===== config.mk =====
export PLATFORM = sky130hd
export DESIGN_NAME = filled_circle_column_span
export DESIGN_NICKNAME = d
export VERILOG_FILES = /design/src/hw/rtl/fccs_pkg.sv /design/src/hw/rtl/fccs_regs.sv /design/src/hw/rtl/fccs_front.sv /design/src/hw/rtl/fccs_cell.sv /design/src/hw/rtl/fccs_tail.sv /design/src/hw/rtl/filled_circle_column_span.sv
export VERILOG_INCLUDE_DIRS = /design/src /design/src/hw/rtl
export SDC_FILE = /design/constraint.sdc
export NUM_CORES = 1
export LEC_CHECK = 0
export BUFFER_PORTS_ARGS = -buffer_cell sky130_fd_sc_hd__clkbuf_2
export CELL_PAD_IN_SITES_DETAIL_PLACEMENT = 1
export CELL_PAD_IN_SITES_GLOBAL_PLACEMENT = 1
export CORE_MARGIN = 10
export CORE_UTILIZATION = 40
export CTS_CLUSTER_DIAMETER = 40
export DETAILED_ROUTE_END_ITERATION = 16
export PLACE_DENSITY = 0.74
export SYNTH_ARGS = -nofsm -noshare
export SYNTH_HDL_FRONTEND = slang
export SYNTH_SLANG_ARGS = --single-unit

===== constraint.sdc =====
create_clock -name clk_i -period 17.55 [get_ports clk_i]
set_input_delay 1.755 -clock clk_i [delete_from_list [all_inputs] [get_ports clk_i]]
set_output_delay 1.755 -clock clk_i [all_outputs]
set_load 0.005 [all_outputs]

===== src/hw/rtl/filled_circle_column_span_assert.svh =====
// Assertion macros shared by the circle column span RTL.
// Depends on nothing; files that check their logic include this header.
`ifndef FILLED_CIRCLE_COLUMN_SPAN_ASSERT_SVH
`define FILLED_CIRCLE_COLUMN_SPAN_ASSERT_SVH

// Same-cycle implication, disabled while in reset.
`define FCCS_ASSERT_IMPL(lbl, clk, rstn, ante, cons) \
  lbl: assert property (@(posedge clk) disable iff (!(rstn)) (ante) |-> (cons)) \
    else $error("fccs check failed");

// Next-cycle implication, disabled while in reset.
`define FCCS_ASSERT_NEXT(lbl, clk, rstn, ante, cons) \
  lbl: assert property (@(posedge clk) disable iff (!(rstn)) (ante) |=> (cons)) \
    else $error("fccs check failed");

`endif


===== src/hw/rtl/fccs_pkg.sv =====
// Shared constants and types of the circle column span block.
// Depends on nothing; used by the register file and the top level.
`default_nettype none

package fccs_pkg;

  localparam int unsigned APB_ADDR_W = 3;
  localparam int unsigned APB_DATA_W = 32;

  localparam int unsigned SCREEN_WIDTH_RESET  = 800;
  localparam int unsigned SCREEN_HEIGHT_RESET = 600;

  typedef enum logic [0:0] {
    REG_SCREEN_WIDTH  = 1'b0,
    REG_SCREEN_HEIGHT = 1'b1
  } reg_idx_e;

endpackage

`default_nettype wire


===== src/hw/rtl/fccs_regs.sv =====
// Screen size registers behind the APB-style configuration port.
// Depends on fccs_pkg for address width, data width and register indexes.
`default_nettype none

module fccs_regs import fccs_pkg::*; #(
  parameter int unsigned CB = 10
) (
  input  logic                  clk_i,
  input  logic                  rst_ni,
  input  logic                  psel,
  input  logic                  penable,
  input  logic                  pwrite,
  input  logic [APB_ADDR_W-1:0] paddr,
  input  logic [APB_DATA_W-1:0] pwdata,
  output logic [APB_DATA_W-1:0] prdata,
  output logic                  pready,
  output logic [CB:0]           screen_width_o,
  output logic [CB:0]           screen_height_o
);

  logic [CB:0] width_q, width_d;
  logic [CB:0] height_q, height_d;
  reg_idx_e    idx;
  logic        wr_en;

  assign idx   = reg_idx_e'(paddr[2]);
  assign wr_en = psel && penable && pwrite;
  assign pready = 1'b1;

  always_comb begin
    width_d  = width_q;
    height_d = height_q;
    if (wr_en) begin
      unique case (idx)
        REG_SCREEN_WIDTH:  width_d  = pwdata[CB:0];
        REG_SCREEN_HEIGHT: height_d = pwdata[CB:0];
        default: ;
      endcase
    end
  end

  always_comb begin
    unique case (idx)
      REG_SCREEN_WIDTH:  prdata = APB_DATA_W'(width_q);
      REG_SCREEN_HEIGHT: prdata = APB_DATA_W'(height_q);
      default:           prdata = '0;
    endcase
  end

  always_ff @(posedge clk_i or negedge rst_ni) begin
    if (!rst_ni) begin
      width_q  <= (CB+1)'(SCREEN_WIDTH_RESET);
      height_q <= (CB+1)'(SCREEN_HEIGHT_RESET);
    end else begin
      width_q  <= width_d;
      height_q <= height_d;
    end
  end

  assign screen_width_o  = width_q;
  assign screen_height_o = height_q;

endmodule

`default_nettype wire


===== src/hw/rtl/fccs_front.sv =====
// Entry stage: radicand r*r - d*d, absolute column and sign of the radicand.
// Depends on nothing; feeds the first square-root cell.
`default_nettype none

module fccs_front #(
  parameter int unsigned CB = 10,
  parameter int unsigned PW = 2*CB + 3
) (
  input  logic               clk_i,
  input  logic               rst_ni,
  input  logic               valid_i,
  output logic               ready_o,
  input  logic [CB-1:0]      center_x_i,
  input  logic [CB-1:0]      center_y_i,
  input  logic [CB-1:0]      circle_radius_i,
  input  logic signed [CB:0] column_offset_i,
  output logic               valid_o,
  input  logic               ready_i,
  output logic [2*CB-1:0]    rem_o,
  output logic [PW-1:0]      pay_o
);

  logic                  valid_q;
  logic                  en;
  logic [CB:0]           d_abs;
  logic [2*CB-1:0]       rr;
  logic [2*CB+1:0]       dd;
  logic signed [2*CB+2:0] diff;
  logic                  neg;
  logic signed [CB+1:0]  x;
  logic [2*CB-1:0]       rem_d, rem_q;
  logic [PW-1:0]         pay_d, pay_q;

  assign en      = !valid_q || ready_i;
  assign ready_o = en;

  always_comb begin
    d_abs = column_offset_i[CB] ? (CB+1)'(-column_offset_i) : column_offset_i;
    rr    = circle_radius_i * circle_radius_i;
    dd    = d_abs * d_abs;
    diff  = $signed({3'b000, rr}) - $signed({1'b0, dd});
    neg   = diff[2*CB+2];
    rem_d = neg ? '0 : diff[2*CB-1:0];
    x     = $signed({2'b00, center_x_i}) + (CB+2)'(column_offset_i);
    pay_d = {neg, x, center_y_i};
  end

  always_ff @(posedge clk_i or negedge rst_ni) begin
    if (!rst_ni) begin
      valid_q <= 1'b0;
    end else if (en) begin
      valid_q <= valid_i;
    end
  end

  always_ff @(posedge clk_i) begin
    if (en && valid_i) begin
      rem_q <= rem_d;
      pay_q <= pay_d;
    end
  end

  assign valid_o = valid_q;
  assign rem_o   = rem_q;
  assign pay_o   = pay_q;

endmodule

`default_nettype wire


===== src/hw/rtl/fccs_cell.sv =====
// One square-root cell: settles root bit BIT and passes the item on.
// Depends on nothing; a row of these forms the root pipeline.
`default_nettype none

module fccs_cell #(
  parameter int unsigned CB  = 10,
  parameter int unsigned BIT = 0,
  parameter int unsigned PW  = 2*CB + 3
) (
  input  logic            clk_i,
  input  logic            rst_ni,
  input  logic            valid_i,
  output logic            ready_o,
  input  logic [2*CB-1:0] rem_i,
  input  logic [CB-1:0]   root_i,
  input  logic [PW-1:0]   pay_i,
  output logic            valid_o,
  input  logic            ready_i,
  output logic [2*CB-1:0] rem_o,
  output logic [CB-1:0]   root_o,
  output logic [PW-1:0]   pay_o
);

  localparam int unsigned TW = 2*CB + 1;

  logic            valid_q;
  logic            en;
  logic [TW-1:0]   trial;
  logic            take;
  logic [2*CB-1:0] rem_d, rem_q;
  logic [CB-1:0]   root_d, root_q;
  logic [PW-1:0]   pay_q;

  assign en      = !valid_q || ready_i;
  assign ready_o = en;

  always_comb begin
    trial  = (TW'(root_i) << (BIT + 1)) + (TW'(1) << (2 * BIT));
    take   = {1'b0, rem_i} >= trial;
    rem_d  = take ? rem_i - trial[2*CB-1:0] : rem_i;
    root_d = take ? (root_i | (CB'(1) << BIT)) : root_i;
  end

  always_ff @(posedge clk_i or negedge rst_ni) begin
    if (!rst_ni) begin
      valid_q <= 1'b0;
    end else if (en) begin
      valid_q <= valid_i;
    end
  end

  always_ff @(posedge clk_i) begin
    if (en && valid_i) begin
      rem_q  <= rem_d;
      root_q <= root_d;
      pay_q  <= pay_i;
    end
  end

  assign valid_o = valid_q;
  assign rem_o   = rem_q;
  assign root_o  = root_q;
  assign pay_o   = pay_q;

endmodule

`default_nettype wire


===== src/hw/rtl/fccs_tail.sv =====
// Exit stage: span ends from the root, screen clipping, result register.
// Depends on nothing; takes the last cell's output and the screen size.
`default_nettype none

module fccs_tail #(
  parameter int unsigned CB = 10,
  parameter int unsigned PW = 2*CB + 3
) (
  input  logic            clk_i,
  input  logic            rst_ni,
  input  logic            valid_i,
  output logic            ready_o,
  input  logic [2*CB-1:0] rem_i,
  input  logic [CB-1:0]   root_i,
  input  logic [PW-1:0]   pay_i,
  input  logic [CB:0]     screen_width_i,
  input  logic [CB:0]     screen_height_i,
  output logic            valid_o,
  input  logic            ready_i,
  output logic [CB-1:0]   column_x_o,
  output logic [CB-1:0]   row_top_o,
  output logic [CB-1:0]   row_bottom_o,
  output logic            span_valid_o
);

  localparam logic [CB:0] Limit = (CB+1)'(1) << CB;

  logic                 valid_q;
  logic                 en;
  logic                 neg;
  logic signed [CB+1:0] x;
  logic [CB-1:0]        cy;
  logic [CB:0]          w_eff, h_eff;
  logic signed [CB+1:0] top, bot, top_c, bot_c, h_m1;
  logic                 x_ok, ok;
  logic [CB-1:0]        col_d, col_q, top_d, top_q, bot_d, bot_q;
  logic                 span_d, span_q;

  assign en      = !valid_q || ready_i;
  assign ready_o = en;

  always_comb begin
    {neg, x, cy} = pay_i;
    w_eff = (screen_width_i > Limit) ? Limit : screen_width_i;
    h_eff = (screen_height_i > Limit) ? Limit : screen_height_i;
    top   = $signed({2'b00, cy}) - $signed({2'b00, root_i});
    bot   = $signed({2'b00, cy}) + $signed({2'b00, root_i})
            + $signed((CB+2)'(rem_i != '0));
    h_m1  = $signed({1'b0, h_eff}) - $signed((CB+2)'(1));
    top_c = top[CB+1] ? '0 : top;
    bot_c = (bot > h_m1) ? h_m1 : bot;
    x_ok  = !x[CB+1] && (x[CB:0] < w_eff);
    ok    = !neg && x_ok && !(top_c > bot_c);
    col_d  = ok ? x[CB-1:0] : '0;
    top_d  = ok ? top_c[CB-1:0] : '0;
    bot_d  = ok ? bot_c[CB-1:0] : '0;
    span_d = ok;
  end

  always_ff @(posedge clk_i or negedge rst_ni) begin
    if (!rst_ni) begin
      valid_q <= 1'b0;
    end else if (en) begin
      valid_q <= valid_i;
    end
  end

  always_ff @(posedge clk_i) begin
    if (en && valid_i) begin
      col_q  <= col_d;
      top_q  <= top_d;
      bot_q  <= bot_d;
      span_q <= span_d;
    end
  end

  assign valid_o      = valid_q;
  assign column_x_o   = col_q;
  assign row_top_o    = top_q;
  assign row_bottom_o = bot_q;
  assign span_valid_o = span_q;

endmodule

`default_nettype wire


===== src/hw/rtl/filled_circle_column_span.sv =====
// Filled circle column span: one column of a filled circle per transaction.
// Depends on fccs_pkg, fccs_regs, fccs_front, fccs_cell, fccs_tail and the assert header.
//
// Input channel (in_valid_i/in_ready_o) carries centre, radius and column
// offset; output channel (out_valid_o/out_ready_i) returns column, top row,
// bottom row and span_valid. Outputs other than span_valid read zero when
// the span is empty or off screen.
// The pipeline has one entry stage forming r*r - d*d, one cell per root bit in
// the square-root chain and one clipping stage that is also the output register.
// Throughput is one transaction per cycle while out_ready_i stays high; every
// stage has its own valid bit, so bubbles close up.
// When the receiver stalls, the result holds and the chain keeps filling
// until every stage is full, then in_ready_o drops.
// Reset empties all stages and sets the screen to 800 by 600. The APB port
// (pready always high) holds screen_width at 0x0 and screen_height at 0x4;
// write it only while no transaction is in flight.
`default_nettype none

module filled_circle_column_span import fccs_pkg::*; #(
  parameter int unsigned COORD_BITS = 10
) (
  input  logic                    clk_i,
  input  logic                    rst_ni,
  input  logic                    psel,
  input  logic                    penable,
  input  logic                    pwrite,
  input  logic [APB_ADDR_W-1:0]   paddr,
  input  logic [APB_DATA_W-1:0]   pwdata,
  output logic [APB_DATA_W-1:0]   prdata,
  output logic                    pready,
  input  logic                    in_valid_i,
  output logic                    in_ready_o,
  input  logic [COORD_BITS-1:0]   center_x_i,
  input  logic [COORD_BITS-1:0]   center_y_i,
  input  logic [COORD_BITS-1:0]   circle_radius_i,
  input  logic signed [COORD_BITS:0] column_offset_i,
  output logic                    out_valid_o,
  input  logic                    out_ready_i,
  output logic [COORD_BITS-1:0]   column_x_o,
  output logic [COORD_BITS-1:0]   row_top_o,
  output logic [COORD_BITS-1:0]   row_bottom_o,
  output logic                    span_valid_o
);

`include "filled_circle_column_span_assert.svh"

  localparam int unsigned CB = COORD_BITS;
  localparam int unsigned PW = 2*CB + 3;

  logic [CB:0]     screen_width, screen_height;
  logic            ch_valid [CB+1];
  logic            ch_ready [CB+1];
  logic [2*CB-1:0] ch_rem   [CB+1];
  logic [CB-1:0]   ch_root  [CB+1];
  logic [PW-1:0]   ch_pay   [CB+1];

  fccs_regs #(.CB(CB)) u_regs (
    .clk_i           (clk_i),
    .rst_ni          (rst_ni),
    .psel            (psel),
    .penable         (penable),
    .pwrite          (pwrite),
    .paddr           (paddr),
    .pwdata          (pwdata),
    .prdata          (prdata),
    .pready          (pready),
    .screen_width_o  (screen_width),
    .screen_height_o (screen_height)
  );

  fccs_front #(.CB(CB), .PW(PW)) u_front (
    .clk_i           (clk_i),
    .rst_ni          (rst_ni),
    .valid_i         (in_valid_i),
    .ready_o         (in_ready_o),
    .center_x_i      (center_x_i),
    .center_y_i      (center_y_i),
    .circle_radius_i (circle_radius_i),
    .column_offset_i (column_offset_i),
    .valid_o         (ch_valid[0]),
    .ready_i         (ch_ready[0]),
    .rem_o           (ch_rem[0]),
    .pay_o           (ch_pay[0])
  );

  assign ch_root[0] = '0;

  for (genvar k = 0; k < CB; k++) begin : g_cell
    fccs_cell #(.CB(CB), .BIT(CB - 1 - k), .PW(PW)) u_cell (
      .clk_i   (clk_i),
      .rst_ni  (rst_ni),
      .valid_i (ch_valid[k]),
      .ready_o (ch_ready[k]),
      .rem_i   (ch_rem[k]),
      .root_i  (ch_root[k]),
      .pay_i   (ch_pay[k]),
      .valid_o (ch_valid[k+1]),
      .ready_i (ch_ready[k+1]),
      .rem_o   (ch_rem[k+1]),
      .root_o  (ch_root[k+1]),
      .pay_o   (ch_pay[k+1])
    );
  end

  fccs_tail #(.CB(CB), .PW(PW)) u_tail (
    .clk_i           (clk_i),
    .rst_ni          (rst_ni),
    .valid_i         (ch_valid[CB]),
    .ready_o         (ch_ready[CB]),
    .rem_i           (ch_rem[CB]),
    .root_i          (ch_root[CB]),
    .pay_i           (ch_pay[CB]),
    .screen_width_i  (screen_width),
    .screen_height_i (screen_height),
    .valid_o         (out_valid_o),
    .ready_i         (out_ready_i),
    .column_x_o      (column_x_o),
    .row_top_o       (row_top_o),
    .row_bottom_o    (row_bottom_o),
    .span_valid_o    (span_valid_o)
  );

  `FCCS_ASSERT_IMPL(a_stall_only_on_full, clk_i, rst_ni, !in_ready_o, out_valid_o && !out_ready_i)
  `FCCS_ASSERT_IMPL(a_empty_span_zero, clk_i, rst_ni, out_valid_o && !span_valid_o, (column_x_o == '0) && (row_top_o == '0) && (row_bottom_o == '0))
  `FCCS_ASSERT_IMPL(a_span_ordered, clk_i, rst_ni, out_valid_o && span_valid_o, row_top_o <= row_bottom_o)
  `FCCS_ASSERT_NEXT(a_width_write, clk_i, rst_ni, psel && penable && pwrite && !paddr[2], screen_width == $past(pwdata[CB:0]))

endmodule

`default_nettype wire


== Word level (Yosys, flattened, before mapping) ==
Cells that the tools add are included.

* Input port bits: 83
* Logic and storage cells: 167
* Bits in registers: 638
* Output and inout port bits: 66

* Bitwise logic cells: 1
* Reduce and logical (&&, ||, !) cells: 47
* Magnitude comparators: 15
* $mul: 2
* Add/subtract/negate cells: 26
* Mux-type cells: 17

{| class="wikitable"
|+ Operator list
! kind !! number
|-
| 20-bit two-way mux || 10
|-
| 20-bit by 21-bit >= comparator with 1-bit output || 9
|-
| 20-bit subtractor || 9
|-
| 32-bit one-hot mux with 2 select lines || 1
|-
| 11-bit two-way mux || 4
|-
| 12-bit greater-than comparator || 2
|-
| 20-bit by 22-bit subtractor with 23-bit output || 1
|-
| 11-bit greater-than comparator (second input constant) || 2
|-
| 11-bit by 11-bit multiplier with 22-bit output || 1
|-
| 19-bit by 17-bit adder with 20-bit output (second input constant) || 1
|-
| 20-bit by 19-bit >= comparator with 1-bit output (second input constant) || 1
|-
| 10-bit by 10-bit multiplier with 20-bit output || 1
|-
| 20-bit nonzero test || 1
|-
| 20-bit by 19-bit subtractor with 20-bit output (second input constant) || 1
|-
| 18-bit by 15-bit adder with 19-bit output (second input constant) || 1
|-
| 17-bit by 13-bit adder with 18-bit output (second input constant) || 1
|-
| 16-bit by 11-bit adder with 17-bit output (second input constant) || 1
|-
| 1-bit logical AND || 17
|-
| 15-bit by 9-bit adder with 16-bit output (second input constant) || 1
|-
| 14-bit by 7-bit adder with 15-bit output (second input constant) || 1
|-
| 1-bit zero test || 15
|-
| 13-bit by 5-bit adder with 14-bit output (second input constant) || 1
|-
| 12-bit by 3-bit adder with 13-bit output (second input constant) || 1
|-
| 11-bit by 1-bit adder with 12-bit output (second input constant) || 1
|-
| 12 further kinds || 24
|}

== Longest topological paths before layout ==
* Depth after elaboration: 14
* Mapped depth: 31
* Depth with buffers taken out: 30

== By module ==
A second synthesis with hierarchy kept.

* Cell total of the unflattened synthesis: 3,088
* Area, all modules: 38,380.6 µm²

{| class="wikitable"
|+ By module, submodules not included
! module !! seq. area each (µm²) !! cells each !! instances !! area an instance (µm²)
|-
| fccs_front || 1,316.3 || 883 || 1 || 8,460.6
|-
| fccs_tail || 955.9 || 361 || 1 || 3,326.9
|-
| fccs_cell at g_cell[6].u_cell || 1,616.6 || 190 || 1 || 2,671.3
|-
| fccs_cell at g_cell[8].u_cell || 1,616.6 || 197 || 1 || 2,650.0
|-
| fccs_cell at g_cell[7].u_cell || 1,616.6 || 189 || 1 || 2,612.5
|-
| fccs_cell at g_cell[5].u_cell || 1,616.6 || 186 || 1 || 2,582.5
|-
| fccs_cell at g_cell[3].u_cell || 1,616.6 || 177 || 1 || 2,556.2
|-
| fccs_cell at g_cell[4].u_cell || 1,616.6 || 171 || 1 || 2,521.2
|-
| fccs_cell at g_cell[9].u_cell || 1,616.6 || 187 || 1 || 2,506.2
|-
| fccs_cell at g_cell[2].u_cell || 1,616.6 || 165 || 1 || 2,482.4
|-
| fccs_cell at g_cell[1].u_cell || 1,616.6 || 152 || 1 || 2,402.3
|-
| fccs_cell at g_cell[0].u_cell || 1,616.6 || 145 || 1 || 2,362.3
|-
| fccs_regs || 559.3 || 84 || 1 || 1,242.4
|-
| filled_circle_column_span || 0.0 || 1 || 1 || 3.8
|}

== Worst setup path after synthesis ==
No wires, ideal clock.

* Path type: input -> register
* From: in column_offset_i[0]
* To: reg u_front.rem_q[5] (netlist: u_front.rem_o[5]), data pin
* Cell stages on the path: 27
* Setup slack: 8,500 ps
* Buffers on the path: 1
* Data required time: 17,281 ps
* Arrival: 8,781 ps
* Setup time: 269 ps
* Cell sequence: clkinv_1 > ha_1 > nand2b_1 > xnor2_1 > inv_1 > nor2_1 > fa_1 > fa_1 > inv_1 > fa_1 > fa_1 > fa_1 > fa_1 > inv_1 > fa_1 > inv_1 > ha_1 > a21o_1 > a21oi_1 > nor2_1 > a21oi_1 > a21oi_1 > o21ai_0 > a31oi_1 > xnor2_1 > clkbuf_1 > nor3_1

* Word-level cells in the longest chain between the ends: 4

{| class="wikitable"
|+ RTL lines
! item !! line !! text
|-
| from (decl) || filled_circle_column_span.sv:36 || <nowiki>input logic signed [COORD_BITS:0] column_offset_i,</nowiki>
|-
| 11-bit negation || fccs_front.sv:38 || <nowiki>d_abs = column_offset_i[CB] ? (CB+1)'(-column_offset_i) : column_offset_i;</nowiki>
|-
| 11-bit two-way mux (*) || fccs_front.sv:38 ||
|-
| 11-bit by 11-bit multiplier with 22-bit output (*) || fccs_front.sv:40 || <nowiki>dd = d_abs * d_abs;</nowiki>
|-
| 20-bit by 22-bit subtractor with 23-bit output (*) || fccs_front.sv:41 || <nowiki>diff = $signed({3'b000, rr}) - $signed({1'b0, dd});</nowiki>
|-
| to (signal assigned) || fccs_front.sv:58 || <nowiki>rem_q <= rem_d;</nowiki>
|-
| to (decl) || fccs_front.sv:31 || <nowiki>logic [2*CB-1:0] rem_d, rem_q;</nowiki>
|}

Mark *: on every way between the ends. The rest lies on a longest branch, timed or not.
A chain may end at the register's enable or synchronous reset.

== Worst setup path in the final report ==
Ends and elaborated chain as after synthesis.

==> flow_summary_export.csv <==
group,metric,value,unit
clock_network,cts_root_buf,"clkbuf_16",
final_layout,final_nets,3127,
grt,grt_usage,15.0,%
critical_path,cp-end-kind,"flop",
critical_path,regToRegSetupSlack,9.91,ns
clock_network,cts_hold_buf,0,
grt,grt_pass1_vias,21300,
grt,gr-total-overflow,0,
die,coreArea,0.0791,mm²
synthesis,synth_top_cell_by_area,"edfxtp_1",
grt,grt_start_max_net_pins,54,
routing,antenna_left,0,
timing,skew,0.0183,ns
clock_network,cts_resized,0,
outcome,outcome,"completed",
synthesis,synthCells,2502,
timing,final.setup.tns,0,ns
synthesis,ys_top_cells_by_area,"edfxtp_1, fa_1, ha_1",
critical_path,timing.rr.end,"u_tail.row_bottom_o[0]$_SDFFCE_PN0P_",
clock_network,path_clk_slew,0.05,ns
final_layout,drive_gt1_share,13.6,%
critical_path,worstSetupPathType,"input pin to flop",
critical_path,r2r_cells,27,
clock_network,cts_sinks,593,
die,die_y,303,µm
final_layout,diodes,0,
clock_network,cts_htree_levels,3,
clock_network,postCtsSetupRepairBufs,0,
critical_path,crit_end,"u_front.rem_o[5]$_SDFFCE_PP0P_",
clock_network,clock_path_buffers,3,
clock_network,numCtsBuffers,84,
flow_run,maxCapViolCount,0,
timing,finalSetupViolations,0,
min_path,hp-class,"flop to flop",
clock_network,cts_tree,"yes",
synthesis,syn_area_per_cell,12.8,µm²
placed_design,dp_hpwl,52200,µm
die,initial_core_util,40.4,%
synthesis,ys_seq_elements,593,
synthesis,ys_warn_count,0,
final_layout,syn_to_final_growth,14.1,%
synthesis,synthArstFlopShare,5.73,%
placed_design,portBuffers,103,
routing,wirelength,67700,µm
die,die_area,0.0917,mm²
die,ios,149,
critical_path,start_kind,"input pin",
synthesis,synth_edf_count,559,
synthesis,yosysUniqueCellTypes,80,
die,row_count,103,
timing,rsz0062_at_grt,"false",
grt,antenna_found_initial,1,
timing,hold_viol_final,0,
timing,post-route-min-period,10.01,ns
timing,period_share,57.0,%
grt,grt_pass1_wl,112000,µm
synthesis,syn-cell-area,0.0320,mm²
routing,num_vias,18800,
critical_path,cp.required,17.91,ns
routing,routedWlPerCell,17.9,µm
critical_path,crit_fanout,21,
critical_path,setup.worst_path.start,"column_offset_i[0]",
synthesis,synth_top_area_share,52.5,%
placed_design,gp_routability_congestion,0.847,
timing,fmax,99.9,MHz
synthesis,ys.flop_type,"edfxtp_1",
routing,drc,0,
timing,finalMaxSlewViolations,0,
timing,worst_pin_slew,1.28,ns
die,die_w,303,µm
timing,slew_headroom,14.5,%
critical_path,cp.arrival,10.37,ns
critical_path,timing.rr.start,"u_regs.screen_height_o[1]$_DFFE_PN0P_",
clock_network,clk_latency,0.62,ns
routing,via_per_inst,4.96,
synthesis,synth-seq-area-share,55.2,%
routing,dr.pass1.iters,4,
routing,initialDrtViolationCount,961,
-- final cells by class --
cell class / instances / area [µm²]
Fill cell: 8251 / 42600
Sequential cell: 593 / 17600
Multi-Input combinational cell: 1510 / 12800
Clock buffer: 94 / 2170
Inverter: 365 / 1370
Tap cell: 1050 / 1310
Clock inverter: 61 / 624
Timing Repair Buffer: 112 / 583
-- state kept, by name, indices dropped and copies added, names as in the netlist --
signal	flops
u_front.pay_o	23
u_regs.screen_width_o	11
u_tail.column_x_o	10
u_tail.span_valid_o	1
u_tail.row_top_o	10
g_cell.u_cell.pay_o	230
g_cell.u_cell.root_o	55
g_cell.u_cell.valid_o	10
u_regs.screen_height_o	11
g_cell.u_cell.rem_o	200
u_tail.row_bottom_o	10
u_front.valid_o	1
u_tail.valid_o	1
u_front.rem_o	20
-- worst min path at each step --
stage	startpoint	endpoint	depth (start not counted)
CTS	g_cell[2].u_cell.pay_o[21]$_DFFE_PP_	g_cell[3].u_cell.pay_o[21]$_DFFE_PP_	0
finish	g_cell[2].u_cell.pay_o[21]$_DFFE_PP_	g_cell[3].u_cell.pay_o[21]$_DFFE_PP_	0
floorplan	u_front.pay_o[0]$_DFFE_PP_	g_cell[0].u_cell.pay_o[0]$_DFFE_PP_	0
global placement	g_cell[8].u_cell.pay_o[7]$_DFFE_PP_	g_cell[9].u_cell.pay_o[7]$_DFFE_PP_	0
detailed placement	g_cell[2].u_cell.pay_o[16]$_DFFE_PP_	g_cell[3].u_cell.pay_o[16]$_DFFE_PP_	0
global route	g_cell[1].u_cell.pay_o[19]$_DFFE_PP_	g_cell[2].u_cell.pay_o[19]$_DFFE_PP_	0
-- cell families after synthesis --
group                      share of synthesized area [%]
buffers and inverters                               5.38
xor gates and xnor gates                            3.78
adders and majority gates                           18.3
muxes                                               1.71
AOI/OAI and AO/OA                                   5.61
DFF                                                 55.2
other                                             0.0235
and+or+nand+nor                                     9.99
-- cells in the mapped netlist (32+ instances only) --
cell type and n:
xor2_1 61, nand2b_1 37, nor2b_1 33, nor2_1 146, inv_1 363, fa_1 151
nor3_1 50, nor4_1 32, nand2_1 178, ha_1 227, o21ai_0 78, edfxtp_1 559
xnor2_1 77, a21oi_1 71, mux2_2 42
-- worst max-delay path, stage by stage --
cell	delay [ns]
clkbuf_2	0.30
clkinv_1	0.49
ha_1	0.46
nand2b_1	0.18
xnor2_1	0.57
inv_1	0.32
nor2_1	0.30
fa_1	0.49
fa_1	0.55
inv_1	0.06
fa_1	0.52
fa_1	0.52
fa_1	0.51
fa_1	0.55
inv_1	0.06
fa_1	0.53
inv_1	0.04
ha_1	0.33
a21o_1	0.18
a21oi_1	0.22
nor2_1	0.08
a21oi_1	0.20
a21oi_1	0.12
o21ai_0	0.28
a31oi_1	0.15
xnor2_1	0.20
buf_4	0.29
nor3_1	0.09
-- cells in the final DEF (no fill, tap or decap), drive strengths merged, types with 9 or more instances in the layout --
| master | count |
|---|---|
| nor2 | 175 |
| xnor2 | 77 |
| dfrtp | 27 |
| edfxtp | 559 |
| and2 | 19 |
| conb | 29 |
| xor2 | 61 |
| o21a | 29 |
| nor3 | 51 |
| nand2 | 178 |
| or3 | 13 |
| a21o | 28 |
| nand3 | 26 |
| ha | 227 |
| fa | 151 |
| o21ai | 82 |
| clkbuf | 197 |
| or2 | 9 |
| nand2b | 38 |
| clkinv | 28 |
| o31ai | 17 |
| a21oi | 71 |
| nand4 | 17 |
| nor4 | 34 |
| buf | 9 |
| nor2b | 34 |
| mux2 | 44 |
| inv | 381 |
| clkinvlp | 13 |
-- through the flow --
stage | cells | instance area (µm²) | hold slack, ns | setup WS, ns | util (%)
after floorplan | 2529 | 32100 | 0.400 | 8.50 | -
after global placement | 3630 | 33700 | 0.400 | 7.05 | 42.6
after detailed placement | 3630 | 33700 | 0.406 | 6.94 | 42.6
after CTS | 3785 | 36500 | 0.401 | 7.57 | 46.1
after global routing | 3785 | 36500 | 0.402 | 7.07 | 46.1
final | 3785 | 36500 | 0.405 | 7.54 | 46.1
-- layer usage --
layer  part of all wire, %  global-route usage [%]  vias up
li1                      -                       -     8943
met1                    40                    17.4     9421
met2                    54                    27.7      268
met3                   3.4                    2.67      126
met4                   2.7                    4.97        0
met5                     0                       0        -
Power is left out: the tool's default activity adds up to more than one toggle a clock period on the data nets, which glitch-free logic cannot reach.
